File: src/rtl/core/cal_pkg.sv
// Shared types and constants of the command-line argument splitter.
`default_nettype none

package cal_pkg;

  // Lexer states; codes above LEX_NORMAL are never entered and act as space.
  typedef enum logic [2:0] {
    LEX_SPACE  = 3'd0,
    LEX_SINGLE = 3'd1,
    LEX_DOUBLE = 3'd2,
    LEX_ESCAPE = 3'd3,
    LEX_NORMAL = 3'd4
  } lex_state_e;

  // Result kinds.
  typedef enum logic [1:0] {
    KIND_BYTE = 2'd0,
    KIND_END  = 2'd1,
    KIND_OK   = 2'd2,
    KIND_ERR  = 2'd3
  } kind_e;

  // Input operations.
  typedef enum logic {
    OP_CHAR = 1'b0,
    OP_EOL  = 1'b1
  } op_e;

  localparam logic [7:0] ChSquote = 8'h27;
  localparam logic [7:0] ChDquote = 8'h22;
  localparam logic [7:0] ChBslash = 8'h5C;
  localparam logic [7:0] ChBlank  = 8'h20;

  localparam int unsigned JobQueueDepth = 4;

  // One classified item: a single result, or the argument-end then line-ok pair.
  typedef struct packed {
    logic  pair;
    kind_e kind;
    logic [7:0] ch;
  } job_t;

endpackage

`default_nettype wire

File: src/rtl/core/command_line_argument_splitter.sv
// A beat that yields results enters the job queue when accepted; its first result shows once
// the emitter loads it into the output register. One input beat per cycle unless the queue
// is full; one result beat per popping cycle, two for an end-of-line in an open argument.
// The four-entry job queue and output register set how far the input runs ahead.
// Reset (asynchronous, active low) returns the lexer to the space state and empties
// the queue and the output register; no clearing pass is needed.
`default_nettype none

module command_line_argument_splitter import cal_pkg::*; #(
  parameter int unsigned QueueDepth = JobQueueDepth
) (
  input  wire logic       clk_i,
  input  wire logic       rst_ni,
  input  wire logic       push,
  output logic            full,
  input  wire logic       op_i,
  input  wire logic [7:0] char_byte_i,
  input  wire logic       pop,
  output logic            empty,
  output logic [1:0]      kind_o,
  output logic [7:0]      out_byte_o,
  output logic            run_last_o
);

  // The front lexer classifies every accepted beat in the cycle it arrives and
  // writes a job into the queue only when that beat yields results. Bytes that
  // only move the lexer (quotes, escapes, skipped blanks) leave no job.
  logic accept;
  logic job_valid;
  job_t job_in, job_out;
  logic q_empty, q_pop;

  assign accept = push && !full;

  cal_lexer u_lexer (
    .clk_i       (clk_i),
    .rst_ni      (rst_ni),
    .valid_i     (accept),
    .op_i        (op_i),
    .char_byte_i (char_byte_i),
    .job_valid_o (job_valid),
    .job_o       (job_in)
  );

  // The queue decouples the lexer from the output side, so input keeps flowing
  // while a result waits to be popped, until the queue is full.
  cal_job_queue #(
    .Depth (QueueDepth)
  ) u_queue (
    .clk_i   (clk_i),
    .rst_ni  (rst_ni),
    .push_i  (job_valid),
    .data_i  (job_in),
    .pop_i   (q_pop),
    .data_o  (job_out),
    .full_o  (full),
    .empty_o (q_empty)
  );

  // The emitter holds the oldest job and turns a paired job into the argument
  // end followed by the line-ok status, marking the last beat of each item.
  cal_emitter u_emitter (
    .clk_i       (clk_i),
    .rst_ni      (rst_ni),
    .job_valid_i (!q_empty),
    .job_i       (job_out),
    .job_pop_o   (q_pop),
    .pop         (pop),
    .empty       (empty),
    .kind_o      (kind_o),
    .out_byte_o  (out_byte_o),
    .run_last_o  (run_last_o)
  );

`ifndef SYNTHESIS
  // The first beat of a paired result is always followed by its line-ok status.
  assert property (@(posedge clk_i) disable iff (!rst_ni)
    (!empty && pop && kind_o == KIND_END && !run_last_o) |=>
    (!empty && kind_o == KIND_OK && run_last_o))
    else $error("argument end of a line was not followed by its status");

  // Only argument bytes carry a nonzero byte.
  assert property (@(posedge clk_i) disable iff (!rst_ni)
    (!empty && kind_o != KIND_BYTE) |-> (out_byte_o == 8'h00))
    else $error("non-byte result carries a nonzero byte");

  // Whenever a job waits in the queue, the output register holds a result in the cycle after.
  assert property (@(posedge clk_i) disable iff (!rst_ni)
    !q_empty |=> !empty)
    else $error("queued job did not reach the output");
`endif

endmodule

`default_nettype wire

File: src/rtl/core/cal_lexer.sv
// Front part: lexer state machine that classifies each accepted item and turns those that yield results into jobs.
`default_nettype none

module cal_lexer import cal_pkg::*; (
  input  wire logic       clk_i,
  input  wire logic       rst_ni,
  input  wire logic       valid_i,
  input  wire logic       op_i,
  input  wire logic [7:0] char_byte_i,
  output logic            job_valid_o,
  output job_t            job_o
);

  lex_state_e lex_q, lex_d;
  lex_state_e ret_q, ret_d;

  // Next state.
  always_comb begin
    lex_d = lex_q;
    ret_d = ret_q;
    if (valid_i) begin
      if (op_e'(op_i) == OP_EOL) begin
        lex_d = LEX_SPACE;
        ret_d = LEX_SPACE;
      end else begin
        unique case (lex_q)
          LEX_SINGLE, LEX_DOUBLE: begin
            if ((lex_q == LEX_SINGLE && char_byte_i == ChSquote) ||
                (lex_q == LEX_DOUBLE && char_byte_i == ChDquote)) begin
              lex_d = LEX_NORMAL;
            end else if (char_byte_i == ChBslash) begin
              lex_d = LEX_ESCAPE;
              ret_d = lex_q;
            end
          end
          LEX_ESCAPE: begin
            lex_d = ret_q;
          end
          LEX_NORMAL: begin
            if (char_byte_i == ChBslash) begin
              lex_d = LEX_ESCAPE;
              ret_d = LEX_NORMAL;
            end else if (char_byte_i == ChBlank) begin
              lex_d = LEX_SPACE;
            end
          end
          default: begin
            if (char_byte_i == ChSquote) begin
              lex_d = LEX_SINGLE;
            end else if (char_byte_i == ChDquote) begin
              lex_d = LEX_DOUBLE;
            end else if (char_byte_i == ChBslash) begin
              lex_d = LEX_ESCAPE;
              ret_d = LEX_NORMAL;
            end else if (char_byte_i == ChBlank) begin
              lex_d = LEX_SPACE;
            end else begin
              lex_d = LEX_NORMAL;
            end
          end
        endcase
      end
    end
  end

  // Job outputs.
  always_comb begin
    job_valid_o = 1'b0;
    job_o.pair  = 1'b0;
    job_o.kind  = KIND_BYTE;
    job_o.ch    = char_byte_i;
    if (op_e'(op_i) == OP_EOL) begin
      job_valid_o = valid_i;
      job_o.ch    = 8'h00;
      unique case (lex_q)
        LEX_NORMAL: begin
          job_o.pair = 1'b1;
          job_o.kind = KIND_END;
        end
        LEX_SINGLE, LEX_DOUBLE, LEX_ESCAPE: job_o.kind = KIND_ERR;
        default: job_o.kind = KIND_OK;
      endcase
    end else begin
      unique case (lex_q)
        LEX_SINGLE: job_valid_o = valid_i && char_byte_i != ChSquote &&
                                  char_byte_i != ChBslash;
        LEX_DOUBLE: job_valid_o = valid_i && char_byte_i != ChDquote &&
                                  char_byte_i != ChBslash;
        LEX_ESCAPE: job_valid_o = valid_i;
        LEX_NORMAL: begin
          job_valid_o = valid_i && char_byte_i != ChBslash;
          if (char_byte_i == ChBlank) begin
            job_o.kind = KIND_END;
            job_o.ch   = 8'h00;
          end
        end
        default: job_valid_o = valid_i && char_byte_i != ChSquote &&
                               char_byte_i != ChDquote && char_byte_i != ChBslash &&
                               char_byte_i != ChBlank;
      endcase
    end
  end

  always_ff @(posedge clk_i or negedge rst_ni) begin
    if (!rst_ni) begin
      lex_q <= LEX_SPACE;
      ret_q <= LEX_SPACE;
    end else begin
      lex_q <= lex_d;
      ret_q <= ret_d;
    end
  end

endmodule

`default_nettype wire

File: src/rtl/core/cal_job_queue.sv
// Short job queue between the lexer and the result emitter.
`default_nettype none

module cal_job_queue import cal_pkg::*; #(
  parameter int unsigned Depth = JobQueueDepth
) (
  input  wire logic clk_i,
  input  wire logic rst_ni,
  input  wire logic push_i,
  input  job_t      data_i,
  input  wire logic pop_i,
  output job_t      data_o,
  output logic      full_o,
  output logic      empty_o
);

  localparam int unsigned PtrW = (Depth > 1) ? $clog2(Depth) : 1;
  localparam int unsigned CntW = $clog2(Depth + 1);

  job_t mem_q [Depth];
  logic [PtrW-1:0] wr_ptr_q, wr_ptr_d, rd_ptr_q, rd_ptr_d;
  logic [CntW-1:0] cnt_q, cnt_d;
  logic do_push, do_pop;

  assign full_o  = (cnt_q == CntW'(Depth));
  assign empty_o = (cnt_q == '0);
  assign do_push = push_i && !full_o;
  assign do_pop  = pop_i && !empty_o;
  assign data_o  = mem_q[rd_ptr_q];

  always_comb begin
    wr_ptr_d = wr_ptr_q;
    rd_ptr_d = rd_ptr_q;
    cnt_d    = cnt_q;
    if (do_push) begin
      wr_ptr_d = (wr_ptr_q == PtrW'(Depth - 1)) ? '0 : wr_ptr_q + PtrW'(1);
    end
    if (do_pop) begin
      rd_ptr_d = (rd_ptr_q == PtrW'(Depth - 1)) ? '0 : rd_ptr_q + PtrW'(1);
    end
    if (do_push && !do_pop) begin
      cnt_d = cnt_q + CntW'(1);
    end else if (do_pop && !do_push) begin
      cnt_d = cnt_q - CntW'(1);
    end
  end

  always_ff @(posedge clk_i) begin
    if (do_push) begin
      mem_q[wr_ptr_q] <= data_i;
    end
  end

  always_ff @(posedge clk_i or negedge rst_ni) begin
    if (!rst_ni) begin
      wr_ptr_q <= '0;
      rd_ptr_q <= '0;
      cnt_q    <= '0;
    end else begin
      wr_ptr_q <= wr_ptr_d;
      rd_ptr_q <= rd_ptr_d;
      cnt_q    <= cnt_d;
    end
  end

endmodule

`default_nettype wire

File: src/rtl/core/cal_emitter.sv
// Back part: output register that expands each job into one or two result beats.
`default_nettype none

module cal_emitter import cal_pkg::*; (
  input  wire logic       clk_i,
  input  wire logic       rst_ni,
  input  wire logic       job_valid_i,
  input  job_t            job_i,
  output logic            job_pop_o,
  input  wire logic       pop,
  output logic            empty,
  output logic [1:0]      kind_o,
  output logic [7:0]      out_byte_o,
  output logic            run_last_o
);

  job_t job_q;
  logic valid_q, valid_d;
  logic second_q, second_d;
  logic last_beat, load;

  assign last_beat = !job_q.pair || second_q;
  assign load      = !valid_q || (pop && last_beat);
  assign job_pop_o = load && job_valid_i;

  always_comb begin
    valid_d  = valid_q;
    second_d = second_q;
    if (load) begin
      valid_d  = job_valid_i;
      second_d = 1'b0;
    end else if (pop) begin
      second_d = 1'b1;
    end
  end

  assign empty      = !valid_q;
  assign kind_o     = job_q.pair ? (second_q ? KIND_OK : KIND_END) : job_q.kind;
  assign out_byte_o = job_q.ch;
  assign run_last_o = last_beat;

  always_ff @(posedge clk_i) begin
    if (job_pop_o) begin
      job_q <= job_i;
    end
  end

  always_ff @(posedge clk_i or negedge rst_ni) begin
    if (!rst_ni) begin
      valid_q  <= 1'b0;
      second_q <= 1'b0;
    end else begin
      valid_q  <= valid_d;
      second_q <= second_d;
    end
  end

endmodule

`default_nettype wire

File: config.mk
export PLATFORM = sky130hd
export DESIGN_NAME = command_line_argument_splitter
export DESIGN_NICKNAME = d
export VERILOG_FILES = /design/src/rtl/core/cal_pkg.sv /design/src/rtl/core/command_line_argument_splitter.sv /design/src/rtl/core/cal_lexer.sv /design/src/rtl/core/cal_job_queue.sv /design/src/rtl/core/cal_emitter.sv
export SDC_FILE = /design/constraint.sdc
export NUM_CORES = 1
export LEC_CHECK = 0
export BUFFER_PORTS_ARGS = -buffer_cell sky130_fd_sc_hd__buf_2
export CAP_MARGIN = 20
export CORE_UTILIZATION = 35
export DETAILED_ROUTE_END_ITERATION = 8
export GPL_TIMING_DRIVEN = 0
export SLEW_MARGIN = 20
export SYNTH_ARGS = -nofsm -noshare
export SYNTH_HDL_FRONTEND = slang
export SYNTH_SLANG_ARGS = --single-unit
File: constraint.sdc
create_clock -name clk_i -period 6.42 [get_ports clk_i]
set_clock_uncertainty 0.2 [all_clocks]
set_input_delay 0.321 -clock clk_i [delete_from_list [all_inputs] [get_ports clk_i]]
set_output_delay 0.321 -clock clk_i [all_outputs]
set_load 0.1 [all_outputs]
==> results.md <==
| Step | Quantity | Value |
|:---|:---|:---|
| die | CORE AREA | 0.00881 mm^2 |
| die | IO Pins | 26 |
| layout | Net count of the finished layout | 272 |
| layout | Finished Core Util | 0.419 |
| critical path | Kind of launch point of the worst setup path | flop |
| placement | DPL Wire Length | 3.88 mm |
| pwr | VDD IR-drop max | 0.000166 V |
| layout | Antenna cells | 0 |
| sta | Slew at the pin closest to its max-slew limit | 781 ps |
| synthesis | Top cells by area in the synthesized netlist | sky130_fd_sc_hd__edfxtp_1 51%, sky130_fd_sc_hd__dfrtp_1 12%, sky130_fd_sc_hd__mux4_2 7.7% |
| die | Die outline area | 0.00960 mm^2 |
| pwr | Total leakage power | 1.36 nW |
| synthesis | Synth top cells by count | 55 x sky130_fd_sc_hd__edfxtp_1, 15 x sky130_fd_sc_hd__dfrtp_1, 12 x sky130_fd_sc_hd__nor2_1 |
| routing | Remaining number of nets flagged by the antenna check after routing | 0 |
| pwr | Switching fraction of total power | 0.410 |
| global route | First-pass GRT wire length | 9.05 mm |
| layout | Post-route design area | 0.00369 mm^2 |
| cts | Maximum count of clock buffers along a single path | 2 |
| cts | Clock transition at the register clock pins on the worst setup and hold paths after CTS | 80 ps |
| outcome | Status | complete, but fails checks |
| global route | Overflow after GRT | 0 |
| synthesis | Number of nets in the synthesized netlist | 235 |
| routing | Drt total wl | 5.49 mm |
| pwr | Comb power frac | 0.439 |
| routing | Via density | 4.96 |
| sta | Summed negative setup slack over all endpoints | 0 ps |
| outcome | Failing checks | design-rule violations |
| die | Initial Utilization | 0.366 |
| pwr | Sequential power share | 0.384 |
| synthesis | Cell with the most instances after synthesis | sky130_fd_sc_hd__edfxtp_1 |
| synthesis | Top-area cell type share of the netlist area | 0.512 |
| pwr | Int Power | 0.00114 W |
| cts | Level count of the clock H-tree | 3 |
| synthesis | Distinct cell type count of the synthesized netlist | 46 |
| synthesis | Total number of yosys warnings | 0 |
| synthesis | Syn Std Cell Area | 0.00322 mm^2 |
| routing | Number of search-and-repair iterations in the first detailed-routing pass | 7 |
| pwr | Power density relative to cell area | 524 mW/mm^2 |
| layout | Area taken by multi-input logic gates | 0.00107 mm^2 |
| sta | Fmax | 327 MHz |
| cts | Total number of clock tree sinks | 70 |
| synthesis | Portion of the post-synthesis area used by sequential elements | 0.629 |
| sta | Tcrit/Tclk final | 0.476 |
| cts | Root buffer cell | sky130_fd_sc_hd__clkbuf_8 |
| routing | Detailed-route via count | 1812 |
| critical path | Data required, critical path | 6490 ps |
| placement | Final GP Congestion | 0.880 |
| layout | Final cell count without fillers | 365 |
| sta | Max Slew Vio Count | 0 |
| layout | Fraction of final layout cells with drive strength greater than 1 | 0.307 |
| worst hold path | Path category of the worst min-delay check | in -> reg |
| sta | Final worst path period need | 3060 ps |
| placement | Placed insts | 347 |
| cts | Count of buffers added by post-CTS timing repair for setup | 0 |
| routing | DRC violations left | 2 |
| pwr | Switching power summed over all nets | 0.000793 W |
| placement | Worst-case setup slack after placement | 3400 ps |
| placement | Port Buf Inserts | 23 |
| critical path | CP arrival | 3130 ps |
| sta | Endpoints failing hold | 0 |
| global route | Largest net degree at the start of global routing | 16 |
| placement | Total placed instance area | 0.00348 mm^2 |
| critical path | Kind of capture point of the worst setup path | flop |
| job | # Max-Cap Violations | 0 |
| routing | DR iter-0 viols | 81 |
| synthesis | Mean area per synthesized cell | 15.0 um^2 |
| pwr | Clock share of power | 0.178 |
| synthesis | Post-synthesis register bit count | 70 |
| synthesis | Post-synthesis cell count | 215 |
| sta | Headroom to the max-slew limit | 0.479 |
| cts | CTS tree | done |
| die | Number of placement rows | 34 |
| routing | Wirelength per Cell | 15.0 um |
| sta | Worst-case setup margin in the final layout | 3360 ps |
| synthesis | Most area-hungry cell type in the Yosys netlist | sky130_fd_sc_hd__edfxtp_1 |
| synthesis | Most used flip-flop cell after synthesis | sky130_fd_sc_hd__edfxtp_1 |
| sta | RSZ-0062 raised after global routing | no |
| die | Horizontal die dimension | 98.0 um |
| synthesis | Async SR Flop Fraction | 0.214 |
| global route | Vias in the first global route | 1806 |
| cts | TritonCTS buffer count | 9 |
| layout | Sequential cell area | 0.00203 mm^2 |
| global route | Number of antenna violations at the first check in global routing | 0 |
| layout | Synth-to-layout area growth | 14.5% |
| die | Vertical extent of the die | 98.0 um |
| synthesis | Number of synthesized flops with an enable pin | 55 |
| critical path | Critical Setup Path Class | reg -> reg |
| global route | Global-route total usage across every layer | 0.127 |
| critical path | Max Fanout on Critical Path | 10 |
| layout | Filler cells | 790 |
| cts | Worst-Skew Late Latency | 340 ps |
| sta | Final setup violating endpoints | 0 |
==> cells in the final DEF (no fill, tap or decap), types with 2 or more instances in the layout <==
| cell | n |
|---|---|
| sky130_fd_sc_hd__edfxtp_1 | 55 |
| sky130_fd_sc_hd__buf_2 | 27 |
| sky130_fd_sc_hd__dfrtp_1 | 15 |
| sky130_fd_sc_hd__nor2_1 | 12 |
| sky130_fd_sc_hd__nor2b_1 | 11 |
| sky130_fd_sc_hd__mux4_2 | 11 |
| sky130_fd_sc_hd__nand2_1 | 10 |
| sky130_fd_sc_hd__mux2_2 | 9 |
| sky130_fd_sc_hd__buf_4 | 9 |
| sky130_fd_sc_hd__clkbuf_8 | 9 |
| sky130_fd_sc_hd__and2_1 | 7 |
| sky130_fd_sc_hd__inv_1 | 7 |
| sky130_fd_sc_hd__ha_1 | 6 |
| sky130_fd_sc_hd__o21ai_0 | 5 |
| sky130_fd_sc_hd__clkbuf_1 | 4 |
| sky130_fd_sc_hd__nand2b_1 | 4 |
| sky130_fd_sc_hd__nor3b_1 | 3 |
| sky130_fd_sc_hd__nand4b_1 | 3 |
| sky130_fd_sc_hd__nor3_1 | 3 |
| sky130_fd_sc_hd__nor4b_1 | 3 |
| sky130_fd_sc_hd__xnor2_1 | 3 |
| sky130_fd_sc_hd__a221oi_1 | 3 |
| sky130_fd_sc_hd__xor2_1 | 2 |
| sky130_fd_sc_hd__a21oi_1 | 2 |
| sky130_fd_sc_hd__buf_1 | 2 |
| sky130_fd_sc_hd__a22oi_1 | 2 |
| sky130_fd_sc_hd__mux2_4 | 2 |
| sky130_fd_sc_hd__clkinv_2 | 2 |
| sky130_fd_sc_hd__dlygate4sd3_1 | 2 |
==> state kept, by name, indices dropped and copies added, names as in the netlist, 2 cells and up <==
| signal | flops |
|---|---|
| u_lexer.lex_q | 3 |
| u_emitter.out_byte_o | 8 |
| u_emitter.job_q | 3 |
| u_lexer.ret_q | 3 |
| u_queue.rd_ptr_q | 2 |
| u_queue.wr_ptr_q | 2 |
| u_queue.cnt_q | 3 |
| u_queue.mem_q | 44 |
==> kinds of logic (layout without fill, tap and decap cells) <==
kind of cell             Yosys count  after routing  share of synthesized area
AO/OA/AOI/OAI                     23             23                     0.0524
flip-flops                        70             70                      0.629
AND/OR/NAND/NOR                   64             64                      0.120
XOR/XNOR                           5              5                     0.0136
multiplexers                      22             22                      0.118
buffers and inverters             24             66                     0.0388
adder cells (fa/ha/maj)            7              7                     0.0295
==> stage by stage <==
stage | hold WS (ps) | total power (W)
after floorplan | -175 | 0.00146
after global placement | 62.6 | 0.00159
after detailed placement | 67.6 | 0.00161
after CTS | 153 | 0.00196
after global routing | 161 | 0.00205
final | 164 | 0.00193
==> metal layers <==
metal	up-vias	track usage	wire, um	share of wire
met5	-	0	0	0
met4	0	0.0734	143	0.026
met3	11	0.0315	193	0.035
met2	43	0.205	2740	0.50
met1	876	0.155	2410	0.44
li1	882	-	-	-
==> area by class of cell <==
type,count,area share
Timing Repair Buffer,26,0.0386
Buffer,17,0.0268
Multi-Input combinational cell,121,0.291
Sequential cell,70,0.549
Tap cell,108,0.0366
Clock buffer,10,0.0346
Inverter,7,0.00712
Clock inverter,6,0.0166
==> path summary, 6_finish.rpt <==
kind	from	end	slack, ps	depth (start not counted)
worst max-delay path	u_lexer.lex_q[2]	u_queue.cnt_q[2]	3360	11
worst max register to register	u_lexer.lex_q[2]	u_queue.cnt_q[2]	3360	11
max in group asynchronous	rst_ni	u_queue.rd_ptr_q[0]	5540	2
worst min-delay path	push	u_lexer.ret_q[2]	160	3
worst min register to register	u_queue.cnt_q[2]	u_emitter.valid_q	310	2
min in group asynchronous	rst_ni	u_lexer.ret_q[0]	210	2
==> power groups by stage <==
stage | clock [W] | sequential, W | combinational [W]
global placement | 0 | 0.000748 | 0.000845
finish | 0.000343 | 0.000742 | 0.000849
CTS | 0.000353 | 0.000744 | 0.000861
detailed placement | 0 | 0.000753 | 0.000860
global route | 0.000375 | 0.000757 | 0.000916
floorplan | 0 | 0.000734 | 0.000725
==> repair_timing <==
action	in CTS	in global routing
hold buffers	2	0
resized for setup	0	0
endpoints found under the hold margin	16	0
==> worst max-delay path, cell delays in order, from the launching register on <==
cell,delay (ps)
sky130_fd_sc_hd__dfrtp_1,320
sky130_fd_sc_hd__buf_2,200
sky130_fd_sc_hd__nor3b_2,450
sky130_fd_sc_hd__nor4_2,110
sky130_fd_sc_hd__a311oi_1,260
sky130_fd_sc_hd__a32o_2,320
sky130_fd_sc_hd__ha_1,220
sky130_fd_sc_hd__inv_1,70
sky130_fd_sc_hd__fa_1,430
sky130_fd_sc_hd__xor2_1,170
sky130_fd_sc_hd__nor2_1,110
sky130_fd_sc_hd__xnor2_1,120
Power figures use the tool's default switching activity.
